### src/text_mode_glyph_renderer_defines.svh
// Assertion macros used by the glyph renderer sequencer.
`ifndef TEXT_MODE_GLYPH_RENDERER_DEFINES_SVH
`define TEXT_MODE_GLYPH_RENDERER_DEFINES_SVH

// The consequent must hold in the same cycle as the antecedent.
`define TMGR_ASSERT_SAME(lbl, ante, cons) \
  lbl: assert property (@(posedge clk_i) disable iff (!rst_ni) (ante) |-> (cons)) \
    else $error("glyph renderer check failed");

// The consequent must hold in the cycle after the antecedent.
`define TMGR_ASSERT_NEXT(lbl, ante, cons) \
  lbl: assert property (@(posedge clk_i) disable iff (!rst_ni) (ante) |=> (cons)) \
    else $error("glyph renderer check failed");

`endif

### src/tmgr_pkg.sv
`default_nettype none

package tmgr_pkg;

  localparam int GLYPH_LINES_DEF = 16;
  localparam int SCREEN_ROWS_DEF = 25;
  localparam int SCREEN_COLS_DEF = 80;

  localparam int GLYPH_DEPTH  = 4096;
  localparam int GLYPH_ADDR_W = 12;
  localparam int FONT_W       = 8;
  localparam int CODE_W       = 8;
  localparam int ROW_W        = 4;
  localparam int COLOUR_W     = 6;
  localparam int PIX_W        = 48;
  localparam int PADDR_W      = 5;
  localparam int PDATA_W      = 32;

  localparam logic [2:0] REG_BLINK_EN   = 3'd0;
  localparam logic [2:0] REG_BLINK_PH   = 3'd1;
  localparam logic [2:0] REG_CUR_START  = 3'd2;
  localparam logic [2:0] REG_CUR_END    = 3'd3;
  localparam logic [2:0] REG_CUR_ROW    = 3'd4;
  localparam logic [2:0] REG_CUR_COL    = 3'd5;

  typedef enum logic [1:0] {
    ST_IDLE,
    ST_READ,
    ST_DRAIN
  } seq_state_e;

  typedef struct packed {
    logic       blink_enable;
    logic       blink_phase;
    logic [4:0] cursor_start;
    logic [4:0] cursor_end;
    logic [7:0] cursor_row;
    logic [7:0] cursor_col;
  } cfg_t;

  typedef struct packed {
    logic                vld;
    logic [ROW_W-1:0]    row;
    logic [COLOUR_W-1:0] fg;
    logic [COLOUR_W-1:0] bg;
    logic                on_cursor;
  } row_ctl_t;

  function automatic logic [COLOUR_W-1:0] colour_of(input logic [3:0] idx);
    logic [COLOUR_W-1:0] c;
    case (idx)
      4'd0:    c = 6'h00;
      4'd1:    c = 6'h01;
      4'd2:    c = 6'h02;
      4'd3:    c = 6'h03;
      4'd4:    c = 6'h04;
      4'd5:    c = 6'h05;
      4'd6:    c = 6'h06;
      4'd7:    c = 6'h07;
      4'd8:    c = 6'h38;
      4'd9:    c = 6'h09;
      4'd10:   c = 6'h12;
      4'd11:   c = 6'h1B;
      4'd12:   c = 6'h24;
      4'd13:   c = 6'h2D;
      4'd14:   c = 6'h36;
      default: c = 6'h3F;
    endcase
    return c;
  endfunction

endpackage

`default_nettype wire

### src/tmgr_regs.sv
`default_nettype none

module tmgr_regs
  import tmgr_pkg::*;
(
  input  wire logic               clk_i,
  input  wire logic               rst_ni,
  input  wire logic               psel,
  input  wire logic               penable,
  input  wire logic               pwrite,
  input  wire logic [PADDR_W-1:0] paddr,
  input  wire logic [PDATA_W-1:0] pwdata,
  output logic      [PDATA_W-1:0] prdata,
  output logic                    pready,
  output cfg_t                    cfg_o
);

  cfg_t        cfg_q;
  logic        wr_en;
  logic [2:0]  reg_idx;

  assign pready  = 1'b1;
  assign wr_en   = psel && penable && pwrite;
  assign reg_idx = paddr[PADDR_W-1:2];

  always_ff @(posedge clk_i or negedge rst_ni) begin
    if (!rst_ni) begin
      cfg_q.blink_enable <= 1'b0;
      cfg_q.blink_phase  <= 1'b1;
      cfg_q.cursor_start <= 5'd14;
      cfg_q.cursor_end   <= 5'd15;
      cfg_q.cursor_row   <= 8'd255;
      cfg_q.cursor_col   <= 8'd255;
    end else if (wr_en) begin
      case (reg_idx)
        REG_BLINK_EN:  cfg_q.blink_enable <= pwdata[0];
        REG_BLINK_PH:  cfg_q.blink_phase  <= pwdata[0];
        REG_CUR_START: cfg_q.cursor_start <= pwdata[4:0];
        REG_CUR_END:   cfg_q.cursor_end   <= pwdata[4:0];
        REG_CUR_ROW:   cfg_q.cursor_row   <= pwdata[7:0];
        REG_CUR_COL:   cfg_q.cursor_col   <= pwdata[7:0];
        default: begin
        end
      endcase
    end
  end

  always_comb begin
    case (reg_idx)
      REG_BLINK_EN:  prdata = {31'd0, cfg_q.blink_enable};
      REG_BLINK_PH:  prdata = {31'd0, cfg_q.blink_phase};
      REG_CUR_START: prdata = {27'd0, cfg_q.cursor_start};
      REG_CUR_END:   prdata = {27'd0, cfg_q.cursor_end};
      REG_CUR_ROW:   prdata = {24'd0, cfg_q.cursor_row};
      REG_CUR_COL:   prdata = {24'd0, cfg_q.cursor_col};
      default:       prdata = '0;
    endcase
  end

  assign cfg_o = cfg_q;

endmodule

`default_nettype wire

### config.mk
export PLATFORM = sky130hd
export DESIGN_NAME = tmgr_regs
export DESIGN_NICKNAME = d
export VERILOG_FILES = /design/src/text_mode_glyph_renderer_defines.svh /design/src/tmgr_pkg.sv /design/src/tmgr_regs.sv
export SDC_FILE = /design/constraint.sdc
export NUM_CORES = 1
export LEC_CHECK = 0
export BUFFER_PORTS_ARGS = -buffer_cell sky130_fd_sc_hd__buf_4
export CAP_MARGIN = 20
export CORE_MARGIN = 1
export CORE_UTILIZATION = 45
export DETAILED_ROUTE_END_ITERATION = 6
export GPL_TIMING_DRIVEN = 0
export PLACE_DENSITY = 0.85
export SLEW_MARGIN = 20
export SYNTH_ARGS = -nofsm -noshare
export SYNTH_HDL_FRONTEND = slang
export SYNTH_SLANG_ARGS = --single-unit
### constraint.sdc
create_clock -name clk_i -period 3.5 [get_ports clk_i]
set_clock_uncertainty 0.05 [all_clocks]
set_input_delay 0.7 -clock clk_i [delete_from_list [all_inputs] [get_ports clk_i]]
set_output_delay 0.7 -clock clk_i [all_outputs]
set_load 0.03 [all_outputs]
==> run_results.csv <==
group,metric,value,unit
status,status,"finished clean",
clock_network,ctsLongestPathBuffers,2,
critical_path,cp.arrival,1.79,ns
synth,synth_cell_types,19,
clock_network,cts_root_buffer,"clkbuf_4",
synth,synth_seq_cells,28,
critical_path,cpMostUsedCell,"buf_4",
power,power_density,522,mW/mm²
detailed_routing,wl_per_cell,13.5,µm
hold_path,hp-class,"in -> async",
place,place_hpwl,2.45,mm
power,p_sw_frac,0.376,
critical_path,r2r-start,"cfg_o[21]",
layout,layoutNonFillerInstCount,239,
timing,drv_slew,0,
global_route,antenna_found_initial,0,
floorplanning,start_util,0.488,
clock_network,postCtsSetupBuffers,0,
job,drv_cap,0,
detailed_routing,remaining_drc_errors,0,
critical_path,worstPathRequired,2.75,ns
floorplanning,num_rows,20,
timing,finalCriticalPeriod,2.54,ns
power,p_leak,0.00104,µW
critical_path,rr_worst_depth,1,
power,p_int,682,µW
critical_path,critPathLaunchType,"primary input",
timing,max_freq,0.394,GHz
timing,fin_tns_setup,0,ns
timing,finalSetupViolations,0,
clock_network,cts_buffers,3,
place,gp_congestion,0.704,
timing,layout_setup_ws,0.964,ns
floorplanning,die_area,0.00366,mm²
synth,syn-cell-area,0.00154,mm²
timing,timing.final.hold_violations,0,
timing,worst_slew_pin_slew,0.535,ns
critical_path,cp_cell_sequence,"buf_4 -> mux4_1 -> nand2b_1 -> o21ai_0 -> buf_4",
detailed_routing,vias,1099,
critical_path,rrSetupSlack,2.65,ns
synth,yosysWarnings,0,
floorplanning,die_h,60.5,µm
global_route,grt_pass1_wl,4.64,mm
clock_network,clk_latency,0.31,ns
synth,ys_seq_area_frac,0.474,
clock_network,cts_hold_buf,0,
clock_network,clkSlewWorstSetupHoldPaths,0.14,ns
global_route,grt-ovfl-total,0,
detailed_routing,ant_nets,0,
detailed_routing,drt_iter0_drc,17,
detailed_routing,via_per_inst,4.60,
layout,largest_reg_flops,28,
critical_path,critPathCaptureType,"output pin",
timing,rsz0062_at_grt,"no",
timing,period_share,0.725,
place,dp_slack,0.961,ns
critical_path,worst-setup-path-type,"in -> out",
layout,area_growth,35.9,%
synth,syn_inst,118,
clock_network,cts_num_sinks,28,
global_route,grt_max_degree,29,
power,ir_drop,0.344,mV
critical_path,cp_max_fo,9,
clock_network,post_cts_resize_count,0,
place,dp_cells,235,
critical_path,cpPeakStageDelay,0.56,ns
critical_path,crit_slowest_cell,"mux4_1",
critical_path,timing.rr.end,"cfg_o[21]",
floorplanning,core-area,0.00315,mm²
layout,drive_above_1_share,0.703,
power,power.share.clock,0.138,
clock_network,tritoncts,"built",
floorplanning,die_w,60.5,µm
floorplanning,pin_count,103,
global_route,grt_usage,0.178,
layout,antennaDiodeCount,0,
power,p_seq_frac,0.436,
global_route,grt_pass1_vias,964,
timing,maxSlewHeadroom,0.643,
power,power_switching,410,µW
synth,avgSynthCellArea,13.1,µm²
clock_network,cts_max_level,1,
place,port_buffers,50,
detailed_routing,drt-total-wl,3.23,mm
layout,nets,238,
detailed_routing,drt_first_pass_iters,4,
power,p_comb_frac,0.426,
-- metrics by stage --
stage,power (µW),util,instance area (µm²),hold WS [ns]
3_5_place_dp,950,0.652,2060,0.482
4_1_cts,1110,0.664,2090,0.210
6_report,1090,0.664,2090,0.221
5_1_grt,1150,0.664,2090,0.209
2_1_floorplan,786,-,1630,0.354
3_3_place_gp,935,0.652,2060,0.467
-- metal layers --
metal / share of wire / GRT usage / wire length (µm)
met5: 0 / 0 / 0
met4: 0.0046 / 0.0747 / 15
met3: 0.097 / 0.0512 / 313
met2: 0.48 / 0.295 / 1550
met1: 0.42 / 0.219 / 1350
-- layout make-up --
type | count | area [µm²]
Multi-Input combinational cell | 85 | 684
Fill cell | 252 | 1060
Buffer | 28 | 211
Timing Repair Buffer | 50 | 375
Clock buffer | 4 | 36.3
Tap cell | 44 | 55.1
Sequential cell | 28 | 731
-- synth_stat cells, drive strengths merged --
| cell | count | area [µm²] |
|---|---|---|
| o21ai | 1 | 5.00 |
| dfrtp | 4 | 100 |
| mux4 | 1 | 26.3 |
| o22ai | 4 | 25.0 |
| mux2i | 12 | 120 |
| dfstp | 24 | 631 |
| nand4 | 1 | 6.26 |
| conb | 2 | 7.51 |
| nand2b | 3 | 18.8 |
| nor4b | 1 | 8.76 |
| mux2 | 28 | 315 |
| nor3 | 2 | 32.5 |
| nand3 | 1 | 5.00 |
| nor4 | 1 | 6.26 |
| nor2 | 5 | 21.3 |
| buf | 28 | 211 |
-- how the worst max path moves through the flow --
stage,startpoint,to,cells after the start
floorplan,paddr[2],prdata[0],4
global placement,paddr[2],prdata[0],5
detailed placement,paddr[2],prdata[0],5
CTS,paddr[2],prdata[0],5
global route,paddr[2],prdata[0],5
finish,paddr[2],prdata[0],5
-- layout by cell type (no fill, tap or decap), types with 2 or more instances in the layout --
master and n:
nor2_1 4, nor3_4 2, buf_4 76, clkbuf_4 3, o22ai_1 4, mux2_2 28
dfrtp_1 4, conb_1 25, nand2b_1 3, mux2i_1 12, dfstp_2 24
-- logic make-up after synthesis --
family,count (synthesis),share of synthesized area
compound gates,5,0.0195
buf+inv,28,0.137
flops,28,0.474
mux,41,0.300
other cells,2,0.00488
simple gates,14,0.0642
-- power groups by stage --
stage | combinational [µW] | clock, µW | sequential (µW)
floorplan | 178 | 0 | 608
global placement | 458 | 0 | 476
detailed placement | 466 | 0 | 483
CTS | 467 | 160 | 478
global route | 490 | 170 | 486
finish | 466 | 151 | 477
-- critical path: cells and delay by family --
family                 cells  cell delay [ns]
buffers and inverters      2             0.35
AO/OA/AOI/OAI              1             0.09
AND/OR/NAND/NOR            1             0.08
multiplexers               1             0.56
No activity file was read; power rests on OpenSTA's default activity.
