[config.mk]
export PLATFORM = sky130hd
export DESIGN_NAME = tmgr_pix
export DESIGN_NICKNAME = d
export VERILOG_FILES = /design/src/text_mode_glyph_renderer_defines.svh /design/src/tmgr_pkg.sv /design/src/tmgr_pix.sv
export SDC_FILE = /design/constraint.sdc
export NUM_CORES = 1
export LEC_CHECK = 0
export BUFFER_PORTS_ARGS = -buffer_cell sky130_fd_sc_hd__buf_2
export CORE_ASPECT_RATIO = 0.9
export CORE_MARGIN = 4
export CORE_UTILIZATION = 54
export DETAILED_ROUTE_END_ITERATION = 6
export PLACE_DENSITY_LB_ADDON = 0.08
export SLEW_MARGIN = 25
export SYNTH_ARGS = -nofsm -noshare
export SYNTH_HDL_FRONTEND = slang
export SYNTH_SLANG_ARGS = --single-unit
[constraint.sdc]
create_clock -name clk_i -period 0.8 [get_ports clk_i]
set_clock_uncertainty 0.1 [all_clocks]
set_input_delay 0.2 -clock clk_i [delete_from_list [all_inputs] [get_ports clk_i]]
set_output_delay 0.2 -clock clk_i [all_outputs]
set_load 0.02 [all_outputs]
[src/text_mode_glyph_renderer_defines.svh]
// Assertion macros used by the glyph renderer sequencer.
`ifndef TEXT_MODE_GLYPH_RENDERER_DEFINES_SVH
`define TEXT_MODE_GLYPH_RENDERER_DEFINES_SVH

// The consequent must hold in the same cycle as the antecedent.
`define TMGR_ASSERT_SAME(lbl, ante, cons) \
  lbl: assert property (@(posedge clk_i) disable iff (!rst_ni) (ante) |-> (cons)) \
    else $error("glyph renderer check failed");

// The consequent must hold in the cycle after the antecedent.
`define TMGR_ASSERT_NEXT(lbl, ante, cons) \
  lbl: assert property (@(posedge clk_i) disable iff (!rst_ni) (ante) |=> (cons)) \
    else $error("glyph renderer check failed");

`endif

[src/tmgr_pkg.sv]
`default_nettype none

package tmgr_pkg;

  localparam int GLYPH_LINES_DEF = 16;
  localparam int SCREEN_ROWS_DEF = 25;
  localparam int SCREEN_COLS_DEF = 80;

  localparam int GLYPH_DEPTH  = 4096;
  localparam int GLYPH_ADDR_W = 12;
  localparam int FONT_W       = 8;
  localparam int CODE_W       = 8;
  localparam int ROW_W        = 4;
  localparam int COLOUR_W     = 6;
  localparam int PIX_W        = 48;
  localparam int PADDR_W      = 5;
  localparam int PDATA_W      = 32;

  localparam logic [2:0] REG_BLINK_EN   = 3'd0;
  localparam logic [2:0] REG_BLINK_PH   = 3'd1;
  localparam logic [2:0] REG_CUR_START  = 3'd2;
  localparam logic [2:0] REG_CUR_END    = 3'd3;
  localparam logic [2:0] REG_CUR_ROW    = 3'd4;
  localparam logic [2:0] REG_CUR_COL    = 3'd5;

  typedef enum logic [1:0] {
    ST_IDLE,
    ST_READ,
    ST_DRAIN
  } seq_state_e;

  typedef struct packed {
    logic       blink_enable;
    logic       blink_phase;
    logic [4:0] cursor_start;
    logic [4:0] cursor_end;
    logic [7:0] cursor_row;
    logic [7:0] cursor_col;
  } cfg_t;

  typedef struct packed {
    logic                vld;
    logic [ROW_W-1:0]    row;
    logic [COLOUR_W-1:0] fg;
    logic [COLOUR_W-1:0] bg;
    logic                on_cursor;
  } row_ctl_t;

  function automatic logic [COLOUR_W-1:0] colour_of(input logic [3:0] idx);
    logic [COLOUR_W-1:0] c;
    case (idx)
      4'd0:    c = 6'h00;
      4'd1:    c = 6'h01;
      4'd2:    c = 6'h02;
      4'd3:    c = 6'h03;
      4'd4:    c = 6'h04;
      4'd5:    c = 6'h05;
      4'd6:    c = 6'h06;
      4'd7:    c = 6'h07;
      4'd8:    c = 6'h38;
      4'd9:    c = 6'h09;
      4'd10:   c = 6'h12;
      4'd11:   c = 6'h1B;
      4'd12:   c = 6'h24;
      4'd13:   c = 6'h2D;
      4'd14:   c = 6'h36;
      default: c = 6'h3F;
    endcase
    return c;
  endfunction

endpackage

`default_nettype wire

[src/tmgr_pix.sv]
`default_nettype none

module tmgr_pix
  import tmgr_pkg::*;
#(
  parameter int GLYPH_LINES = GLYPH_LINES_DEF
) (
  input  wire logic              clk_i,
  input  wire logic              rst_ni,
  input  wire row_ctl_t          ctl_i,
  input  wire cfg_t              cfg_i,
  input  wire logic [FONT_W-1:0] bits_i,
  output logic                   row_valid_o,
  output logic [ROW_W-1:0]       glyph_row_o,
  output logic [PIX_W-1:0]       pixels_o,
  output logic                   last_row_o
);

  localparam logic [ROW_W-1:0] LastRow = ROW_W'(GLYPH_LINES - 1);

  logic                valid_q;
  logic [ROW_W-1:0]    row_q;
  logic [PIX_W-1:0]    pix_q;
  logic                last_q;
  logic                in_cursor;
  logic [COLOUR_W-1:0] fg_use, bg_use;
  logic [PIX_W-1:0]    pix_d;

  // Rows of the cursor are drawn with the two colours swapped.
  assign in_cursor = ctl_i.on_cursor
                  && ({1'b0, ctl_i.row} >= cfg_i.cursor_start)
                  && ({1'b0, ctl_i.row} <= cfg_i.cursor_end);
  assign fg_use = in_cursor ? ctl_i.bg : ctl_i.fg;
  assign bg_use = in_cursor ? ctl_i.fg : ctl_i.bg;

  always_comb begin
    for (int p = 0; p < FONT_W; p++) begin
      pix_d[p*COLOUR_W +: COLOUR_W] = bits_i[p] ? fg_use : bg_use;
    end
  end

  always_ff @(posedge clk_i or negedge rst_ni) begin
    if (!rst_ni) begin
      valid_q <= 1'b0;
    end else begin
      valid_q <= ctl_i.vld;
    end
  end

  always_ff @(posedge clk_i) begin
    if (ctl_i.vld) begin
      row_q  <= ctl_i.row;
      pix_q  <= pix_d;
      last_q <= (ctl_i.row == LastRow);
    end
  end

  assign row_valid_o = valid_q;
  assign glyph_row_o = row_q;
  assign pixels_o    = pix_q;
  assign last_row_o  = last_q;

endmodule

`default_nettype wire

==> flow_summary_export.csv <==
group,metric,value,unit
outcome,outcome,"finished, violations left",
outcome,violations,"DRC, setup timing",
timing,finalHoldViolCount,0,
worst_setup_path,path_class,"primary input to flop",
floorplan,placementRows,30,
finish,antenna_cells,0,
timing,timing.hold.ws,0.0498,ns
timing,final-setup-viol-count,102,
worst_setup_path,crit_chain,"buf_8 > ha_4 > nor2_4 > nor3b_4 > buf_6 > buf_12 > buf_6 > o2111ai_1 > o221ai_1",
power,p_sw_share,37.2,%
cts,clk_pin_slew,0.09,ns
worst_setup_path,worst-path-buf-inv,4,
timing,maxSlewHeadroom,65.5,%
yosys,yosysSeqAreaShare,37.4,%
yosys,synthTopCellsByArea,"edfxtp_1, mux2i_1, o2111ai_1",
timing,finalCritPeriodShare,220,%
grt,grt_overflow,0,
worst_setup_path,path_max_fanout,7,
cts,numCtsBuffers,5,
yosys,async_flop_share,1.85,%
yosys,ys_ff_latch,54,
drt,drt-initial-drc-count,778,
placed_design,gp_congestion,0.782,
worst_hold_path,hold_class,"primary input to flop",
drt,dr.pass1.iters,7,
drt,vias_per_cell,7.51,
drt,drtAntennaViolNets,0,
yosys,yosys.cell_types.count,28,
grt,grt_pass1_vias,4819,
grt,grt_antenna_before_repair,0,
power,power,0.00983,W
worst_setup_path,cp.arrival,1.77,ns
yosys,yosysMostFrequentCell,"edfxtp_1",
timing,min_period,1.76,ns
timing,tightest_slew,0.518,ns
yosys,syn_inst,433,
timing,max_freq,569,MHz
drt,avgRoutedWirePerCell,28.1,microns
drt,post-route-drc-count,23,
finish,drive_above_1_share,51.1,%
floorplan,core,0.00766,sq mm
floorplan,initial_core_util,56.4,%
worst_setup_path,critPathMaxStageDelay,0.34,ns
finish,area_growth_syn_to_layout,56.6,%
worst_setup_path,cp-end-kind,"flop",
yosys,yosysWarnings,0,
cts,cts_sinks,54,
worst_setup_path,required,0.82,ns
flow_run,max-cap-violations,0,
cts,h-tree-depth,2,
power,p_clk_share,16.3,%
placed_design,pre_cts_ws,-1.29,ns
power,p_int,0.00618,W
timing,drv_slew,0,
yosys,ys.flop_type,"edfxtp_1",
timing,setup_slack,-0.957,ns
finish,utilization,88.3,%
placed_design,dpl.hpwl,8500,microns
power,switching_power,0.00365,W
yosys,syn-num-nets,497,
power,pwr-share-comb,46.3,%
cts,clock-root-buffer,"clkbuf_8",
worst_setup_path,cp-start-kind,"primary input",
cts,tritoncts,"yes",
drt,finalWirelength,18900,microns
worst_setup_path,path_common_cell,"buf_6",
drt,route.vias.total,5037,
grt,grt_pass1_wl,25900,microns
floorplan,die_w,102,microns
power,power.density,1460,mW/mm^2
yosys,synth_edf_count,53,
floorplan,num_io_pins,110,
placed_design,port_buffers,91,
grt,grt_max_degree,49,
grt,grt_use_total,35.4,%
yosys,yosys.area.top_type_share,36.9,%
worst_setup_path,cp_slowest_cell,"o221ai_1",
cts,clockBufferDepth,2,
floorplan,die_area,0.00949,sq mm
power,peakVddDrop,0.00109,V
yosys,synth_area,0.00432,sq mm
yosys,synth_top_cell_by_area,"edfxtp_1",
yosys,synth.avg_cell_area,9.97,sq um
power,p_leak,2.53,nW
power,seqPwrFrac,37.4,%
finish,nets,639,
floorplan,die_h,92.8,microns
worst_setup_path,path_delay_family,"buffers and inverters",
yosys,synth_top_cells_by_count,"edfxtp_1, nor2_1",
timing,rsz0062_at_grt,"yes",
## registers in the layout (all words and copies together) (netlist names)
name / flops
last_row_o: 1
pixels_o: 48
row_valid_o: 1
glyph_row_o: 4
## cell families after synthesis
group | synth area share [%]
AO/OA/AOI/OAI | 29.3
AND/OR/NAND/NOR | 12.4
buffers and inverters | 7.42
flip-flops | 37.4
multiplexers | 11.1
adder cells (fa/ha/maj) | 2.32
## area by class of cell
type / instances / area [sq um]
repair buffers: 197 / 1980
multi-input cells: 310 / 2920
clock buffers: 7 / 76.3
well taps: 96 / 120
fillers: 327 / 898
flip-flops and latches: 54 / 1620
inverters: 7 / 41.3
## power groups by stage
| stage | Clock, W | Combinational (W) | Sequential, W |
|---|---|---|---|
| 2_1_floorplan | 0 | 0.00145 | 0.00409 |
| 3_3_place_gp | 0 | 0.00304 | 0.00366 |
| 3_5_place_dp | 0 | 0.00312 | 0.00366 |
| 4_1_cts | 0.00157 | 0.00399 | 0.00363 |
| 5_1_grt | 0.00170 | 0.00472 | 0.00370 |
| 6_report | 0.00161 | 0.00455 | 0.00368 |
## what timing repair did
item | CTS | global route
hold endpoints to repair | 1 | 0
hold buffers | 1 | 0
gates cloned | 9 | 0
gates resized for setup | 140 | 97
pin swaps | 40 | 44
setup endpoints to repair | 102 | 102
buffers inserted | 25 | 2
## layer usage
| metal | wire length (microns) | track usage [%] | part of all wire, % |
|---|---|---|---|
| met3 | 2550 | 8.81 | 14 |
| met2 | 8830 | 59.7 | 47 |
| met1 | 6160 | 41.8 | 33 |
| met5 | 0 | 0 | 0 |
| met4 | 1320 | 16.7 | 7.0 |
## cells in the final DEF, fill, tap and decap left out, types with 2 or more instances in the layout
master,synthesis,layout
buf_12,0,16
buf_16,0,6
buf_2,19,42
buf_4,1,64
buf_6,4,58
buf_8,0,9
clkbuf_1,37,2
clkbuf_8,0,5
edfxtp_1,53,53
ha_1,8,2
ha_4,0,6
inv_2,0,4
mux2i_1,48,48
nand2b_1,48,48
nor2_1,49,48
o2111ai_1,48,28
o2111ai_2,0,16
o2111ai_4,0,4
o21ai_0,48,32
o21ai_1,1,12
o21ai_2,0,4
o21ba_4,0,2
o221ai_2,20,42
o221ai_4,0,5
## final timing paths
| path | slack [ns] | start | to | depth (start not counted) |
|---|---|---|---|---|
| min in group asynchronous | 0.06 | rst_ni | row_valid_o | 2 |
| max in group asynchronous | 0.45 | rst_ni | row_valid_o | 2 |
| max | -0.96 | ctl_i[16] | pixels_o[12] | 9 |
| min | 0.05 | ctl_i[13] | glyph_row_o[0] | 2 |
## stage by stage
stage	std cells	TNS (ns)	area, sq um
after detailed placement	633	-68.24	5360
after global routing	671	-61.16	6760
after global placement	633	-66.21	5360
after floorplan	433	-44.58	4370
after CTS	675	-55.64	6490
final	671	-59.00	6760
Power figures use the tool's default switching activity.
