## src/text_mode_glyph_renderer_defines.svh

```systemverilog
// Assertion macros used by the glyph renderer sequencer.
`ifndef TEXT_MODE_GLYPH_RENDERER_DEFINES_SVH
`define TEXT_MODE_GLYPH_RENDERER_DEFINES_SVH

// The consequent must hold in the same cycle as the antecedent.
`define TMGR_ASSERT_SAME(lbl, ante, cons) \
  lbl: assert property (@(posedge clk_i) disable iff (!rst_ni) (ante) |-> (cons)) \
    else $error("glyph renderer check failed");

// The consequent must hold in the cycle after the antecedent.
`define TMGR_ASSERT_NEXT(lbl, ante, cons) \
  lbl: assert property (@(posedge clk_i) disable iff (!rst_ni) (ante) |=> (cons)) \
    else $error("glyph renderer check failed");

`endif

```

## src/tmgr_pkg.sv

```systemverilog
`default_nettype none

package tmgr_pkg;

  localparam int GLYPH_LINES_DEF = 16;
  localparam int SCREEN_ROWS_DEF = 25;
  localparam int SCREEN_COLS_DEF = 80;

  localparam int GLYPH_DEPTH  = 4096;
  localparam int GLYPH_ADDR_W = 12;
  localparam int FONT_W       = 8;
  localparam int CODE_W       = 8;
  localparam int ROW_W        = 4;
  localparam int COLOUR_W     = 6;
  localparam int PIX_W        = 48;
  localparam int PADDR_W      = 5;
  localparam int PDATA_W      = 32;

  localparam logic [2:0] REG_BLINK_EN   = 3'd0;
  localparam logic [2:0] REG_BLINK_PH   = 3'd1;
  localparam logic [2:0] REG_CUR_START  = 3'd2;
  localparam logic [2:0] REG_CUR_END    = 3'd3;
  localparam logic [2:0] REG_CUR_ROW    = 3'd4;
  localparam logic [2:0] REG_CUR_COL    = 3'd5;

  typedef enum logic [1:0] {
    ST_IDLE,
    ST_READ,
    ST_DRAIN
  } seq_state_e;

  typedef struct packed {
    logic       blink_enable;
    logic       blink_phase;
    logic [4:0] cursor_start;
    logic [4:0] cursor_end;
    logic [7:0] cursor_row;
    logic [7:0] cursor_col;
  } cfg_t;

  typedef struct packed {
    logic                vld;
    logic [ROW_W-1:0]    row;
    logic [COLOUR_W-1:0] fg;
    logic [COLOUR_W-1:0] bg;
    logic                on_cursor;
  } row_ctl_t;

  function automatic logic [COLOUR_W-1:0] colour_of(input logic [3:0] idx);
    logic [COLOUR_W-1:0] c;
    case (idx)
      4'd0:    c = 6'h00;
      4'd1:    c = 6'h01;
      4'd2:    c = 6'h02;
      4'd3:    c = 6'h03;
      4'd4:    c = 6'h04;
      4'd5:    c = 6'h05;
      4'd6:    c = 6'h06;
      4'd7:    c = 6'h07;
      4'd8:    c = 6'h38;
      4'd9:    c = 6'h09;
      4'd10:   c = 6'h12;
      4'd11:   c = 6'h1B;
      4'd12:   c = 6'h24;
      4'd13:   c = 6'h2D;
      4'd14:   c = 6'h36;
      default: c = 6'h3F;
    endcase
    return c;
  endfunction

endpackage

`default_nettype wire

```

## src/tmgr_seq.sv

```systemverilog
`default_nettype none

`include "text_mode_glyph_renderer_defines.svh"

module tmgr_seq
  import tmgr_pkg::*;
#(
  parameter int GLYPH_LINES = GLYPH_LINES_DEF,
  parameter int SCREEN_ROWS = SCREEN_ROWS_DEF,
  parameter int SCREEN_COLS = SCREEN_COLS_DEF
) (
  input  wire logic                    clk_i,
  input  wire logic                    rst_ni,
  input  wire logic                    start_i,
  input  wire logic                    req_type_i,
  input  wire logic [CODE_W-1:0]       char_code_i,
  input  wire logic [7:0]              attr_i,
  input  wire logic [4:0]              cell_row_i,
  input  wire logic [6:0]              cell_col_i,
  input  wire cfg_t                    cfg_i,
  output logic                         busy_o,
  output logic                         ram_we_o,
  output logic                         ram_re_o,
  output logic [GLYPH_ADDR_W-1:0]      ram_raddr_o,
  output row_ctl_t                     ctl_o
);

  localparam logic [ROW_W-1:0] LastRow = ROW_W'(GLYPH_LINES - 1);
  localparam logic [4:0]       FhLim   = 5'(GLYPH_LINES);
  localparam logic [7:0]       RowLim  = 8'(SCREEN_ROWS);
  localparam logic [7:0]       ColLim  = 8'(SCREEN_COLS);

  seq_state_e          state_q, state_d;
  logic [ROW_W-1:0]    row_q, row_d;
  logic                rd_vld_q;
  logic [ROW_W-1:0]    rd_row_q;
  logic [CODE_W-1:0]   code_q;
  logic [COLOUR_W-1:0] fg_q, bg_q;
  logic                cur_q;

  logic                accept;
  logic                render_go;
  logic [7:0]          attr_eff;
  logic                on_cursor;

  assign accept    = start_i && (state_q == ST_IDLE);
  assign render_go = accept && req_type_i;
  assign busy_o    = (state_q != ST_IDLE);
  assign ram_we_o  = accept && !req_type_i;

  // A blinking cell in the off phase takes its background nibble as foreground.
  always_comb begin
    attr_eff = attr_i;
    if (cfg_i.blink_enable) begin
      attr_eff[7] = 1'b0;
      if (!cfg_i.blink_phase && attr_i[7]) begin
        attr_eff = {1'b0, attr_i[6:4], 1'b0, attr_i[6:4]};
      end
    end
  end

  assign on_cursor = (cfg_i.cursor_start <= cfg_i.cursor_end)
                  && (cfg_i.cursor_start < FhLim)
                  && (cfg_i.cursor_row < RowLim)
                  && (cfg_i.cursor_col < ColLim)
                  && ({3'd0, cell_row_i} == cfg_i.cursor_row)
                  && ({1'b0, cell_col_i} == cfg_i.cursor_col);

  always_comb begin
    state_d = state_q;
    row_d   = row_q;
    case (state_q)
      ST_IDLE: begin
        if (render_go) begin
          state_d = ST_READ;
          row_d   = '0;
        end
      end
      ST_READ: begin
        row_d = row_q + 1'b1;
        if (row_q == LastRow) begin
          state_d = ST_DRAIN;
        end
      end
      ST_DRAIN: begin
        state_d = ST_IDLE;
      end
      default: begin
        state_d = ST_IDLE;
      end
    endcase
  end

  always_ff @(posedge clk_i or negedge rst_ni) begin
    if (!rst_ni) begin
      state_q  <= ST_IDLE;
      row_q    <= '0;
      rd_vld_q <= 1'b0;
      rd_row_q <= '0;
    end else begin
      state_q  <= state_d;
      row_q    <= row_d;
      rd_vld_q <= ram_re_o;
      rd_row_q <= row_q;
    end
  end

  always_ff @(posedge clk_i) begin
    if (render_go) begin
      code_q <= char_code_i;
      fg_q   <= colour_of(attr_eff[3:0]);
      bg_q   <= colour_of(attr_eff[7:4]);
      cur_q  <= on_cursor;
    end
  end

  assign ram_re_o    = (state_q == ST_READ);
  assign ram_raddr_o = {code_q, row_q};

  assign ctl_o.vld       = rd_vld_q;
  assign ctl_o.row       = rd_row_q;
  assign ctl_o.fg        = fg_q;
  assign ctl_o.bg        = bg_q;
  assign ctl_o.on_cursor = cur_q;

  `TMGR_ASSERT_NEXT(a_render_starts, render_go, (state_q == ST_READ) && (row_q == '0))
  `TMGR_ASSERT_NEXT(a_last_read_drains, (state_q == ST_READ) && (row_q == LastRow), state_q == ST_DRAIN)
  `TMGR_ASSERT_NEXT(a_drain_ends, state_q == ST_DRAIN, (state_q == ST_IDLE) && !rd_vld_q)
  `TMGR_ASSERT_SAME(a_data_in_item, rd_vld_q, (state_q == ST_READ) || (state_q == ST_DRAIN))

endmodule

`default_nettype wire

```

## config.mk

```make
export PLATFORM = sky130hd
export DESIGN_NAME = tmgr_seq
export DESIGN_NICKNAME = d
export VERILOG_FILES = /design/src/tmgr_pkg.sv /design/src/tmgr_seq.sv
export VERILOG_INCLUDE_DIRS = /design/src /design/src/src
export SDC_FILE = /design/constraint.sdc
export NUM_CORES = 1
export LEC_CHECK = 0
export ABC_AREA = 1
export BUFFER_PORTS_ARGS = -buffer_cell sky130_fd_sc_hd__buf_2
export CORE_ASPECT_RATIO = 0.75
export CORE_MARGIN = 8
export CORE_UTILIZATION = 49
export CTS_BUF_LIST = sky130_fd_sc_hd__clkbuf_4 sky130_fd_sc_hd__clkbuf_8
export DETAILED_ROUTE_END_ITERATION = 10
export GPL_TIMING_DRIVEN = 0
export PLACE_DENSITY_LB_ADDON = 0.15
export SLEW_MARGIN = 5
export SYNTH_ARGS = -nofsm -noshare
export SYNTH_HDL_FRONTEND = slang
export SYNTH_SLANG_ARGS = --single-unit
```

## constraint.sdc

```tcl
create_clock -name clk_i -period 3.68 [get_ports clk_i]
set_input_delay 0.736 -clock clk_i [delete_from_list [all_inputs] [get_ports clk_i]]
set_output_delay 0.736 -clock clk_i [all_outputs]
set_load 0.03 [all_outputs]
```

==> metrics.cfg <==
[worst_setup_path]
arrival_ns=1.24
r2r_start=state_q[0]
r2r-end=fg_q[0]
cp_num_buf_inv=2
worstSetupPathType=flop to output port
crit_chain=inv_1 -> nand2_1 -> nor3b_1 -> buf_2
slowest_stage=dfrtp_1
crit_family=flip-flops
rr_worst_depth=3
required_ns=2.94
start_kind=flop
setup.worst_path.end_class=output port
cp_max_fo=3
critPathMaxStageDelay_ns=0.37
reg2reg_slack_ns=1.96

[routing]
routed_via_density=4.56
routed_wl_um=3750
drc=0
initialDrtViolationCount=54
post_drt_wl_per_cell_um=11.4
first_pass_iters=4
vias=1499
drtAntennaViolNets=0

[sta]
slew_violations=0
max-slew-margin-rel_pct=48.0
finalSetupTns_ns=0
period_minus_slack_ns=1.98
clock.fmax_mhz=505
min_period_over_period_pct=53.8
skew_ns=0.00968
hold_viol=0
rsz0062_at_grt=no
max_slew.worst_pin.slew_ns=0.779
setup_viol=0

[cells_and_area]
syn2layout_area_growth_pct=38.1
multiInputGateArea_um2=549
final_common_cell=buf_2
final_cell_mix=buf_2 (92), nand2_1 (59), inv_1 (41)
regArea_um2=906
nFillCells=273
final_cell_area_mm2=0.00225
layoutNonFillerInstCount=329
drive_gt1_share_pct=38.1
antenna_cells=0
nNetsFinal=354

[cts]
cts_tree=built
clock_path_buffers=2
cts-htree-levels=2
clk_latency_ns=0.28
postCtsSetupBuffers=0
cts_resized=0
cts_sinks=32
cts.root.buffer_cell=clkbuf_8
cts_buffers=5
hold_buffers=0
path_clk_slew_ns=0.07

[logic_synthesis]
synth_compound_area_share_pct=4.60
synth_area_mm2=0.00163
ys_ff_latch=32
muxShareOfSynthArea_pct=0
syn_inst=189
synth-seq-area-share_pct=55.5
synth_top_area_share_pct=38.7
synth_top_area_cell=edfxtp_1
ys_warn_count=0
synthSimpleGateAreaFrac_pct=22.9
synth_top_family_by_area=simple AND/OR/NAND/NOR gates
synth_area_leaders=edfxtp_1 (39%), dfrtp_1 (17%), nand2_1 (14%)
synthAdderAreaFrac_pct=4.60
synth_nets=255
synth-xor-area-share_pct=1.61
avgSynthCellArea_um2=8.63
synth_cell_types=17

[outcome]
status=finished clean

[pwr]
pwr-share-comb_pct=34.9
leakage_nw=1.25
p_switching_uw=471
p_int_uw=810
powerDensity_mw_per_mm2=569
peakVddDrop_v=0.000531
swShare_pct=36.8
p_total_mw=1.28
clkPwrFrac_pct=25.7
pwr-share-seq_pct=39.4

[grt]
grt_max_degree=22
track_usage_pct=13.7
antenna_found_initial=0
grt_overflow_total=0
grt_pass1_wl_um=5890
grt_pass1_vias=1452

[placement]
place_area_mm2=0.00214
dp_hpwl_um=3230
io_buffers=92
dp_cells=321
place.gp.congestion=0.729

[floorplanning]
die_y_um=66.0
initial_core_util_pct=50.3
dieArea_mm2=0.00545
die_x_um=82.6
rows=18
ios=93
coreArea_mm2=0.00324

[worst_hold_path]
min_path_type=input port to async pin

[job]
drv_cap=0

## per-layer routing
metal | track usage [%] | up-vias | routed length, um
li1 | - | 777 | -
met1 | 14.9 | 673 | 1580
met2 | 23.9 | 44 | 1860
met3 | 4.48 | 5 | 261
met4 | 5.79 | 0 | 38
met5 | 0 | - | 0
## flip-flops by register name, summed over array words and instances (netlist names)
signal    count
state_q       2
row_q         4
bg_q          6
rd_row_q      4
code_q        8
fg_q          6
rd_vld_q      1
cur_q         1
## metrics by stage
step / hold WS (ns) / utilization [%] / worst slack [ns]
2_1_floorplan: 0.440 / - / 1.47
3_3_place_gp: 0.432 / 66.0 / 1.67
3_5_place_dp: 0.440 / 66.0 / 1.63
4_1_cts: 0.302 / 69.5 / 1.69
5_1_grt: 0.309 / 69.5 / 1.61
6_report: 0.303 / 69.5 / 1.70
## worst max-delay path by stage
stage	startpoint	to	slack (ns)	cells after the start
finish	state_q[0]	ram_we_o	1.70	4
floorplan	state_q[0]	ram_we_o	1.47	3
global placement	req_type_i	fg_q[3]	1.67	3
detailed placement	req_type_i	fg_q[0]	1.63	3
global route	state_q[0]	ram_we_o	1.61	4
CTS	state_q[0]	ram_we_o	1.69	4
## power groups by stage
stage	clock network, mW	registers (mW)	logic (mW)
2_1_floorplan	0	0.625	0.186
3_3_place_gp	0	0.509	0.446
5_1_grt	0.352	0.513	0.491
3_5_place_dp	0	0.511	0.453
6_report	0.329	0.506	0.447
4_1_cts	0.337	0.505	0.454
## layout make-up
| cell class | count | share of cell area (%) |
|---|---|---|
| tap | 40 | 2.22 |
| timing repair buffer | 92 | 20.4 |
| buffer | 2 | 0.666 |
| clock inverter | 2 | 1.55 |
| multi-input combinational | 112 | 24.4 |
| sequential | 32 | 40.2 |
| inverter | 43 | 7.16 |
| clock buffer | 6 | 3.39 |
## cells in the mapped netlist (all sizes together)
master / instances
buf: 2
nand4: 2
xnor2: 3
dfrtp: 11
nand2: 63
edfxtp: 21
ha: 6
nor3b: 1
o21ai: 4
a21oi: 11
nor3: 1
nor2: 15
inv: 43
nand3: 6
## kinds of logic (layout without fill, tap and decap cells)
logic type / Yosys count / in the layout
xor gates and xnor gates: 3 / 3
and+or+nand+nor: 88 / 88
AOI/OAI and AO/OA: 15 / 15
adders and majority gates: 6 / 6
DFF: 32 / 32
buffers and inverters: 45 / 145
(Power assumes the default switching activity.)
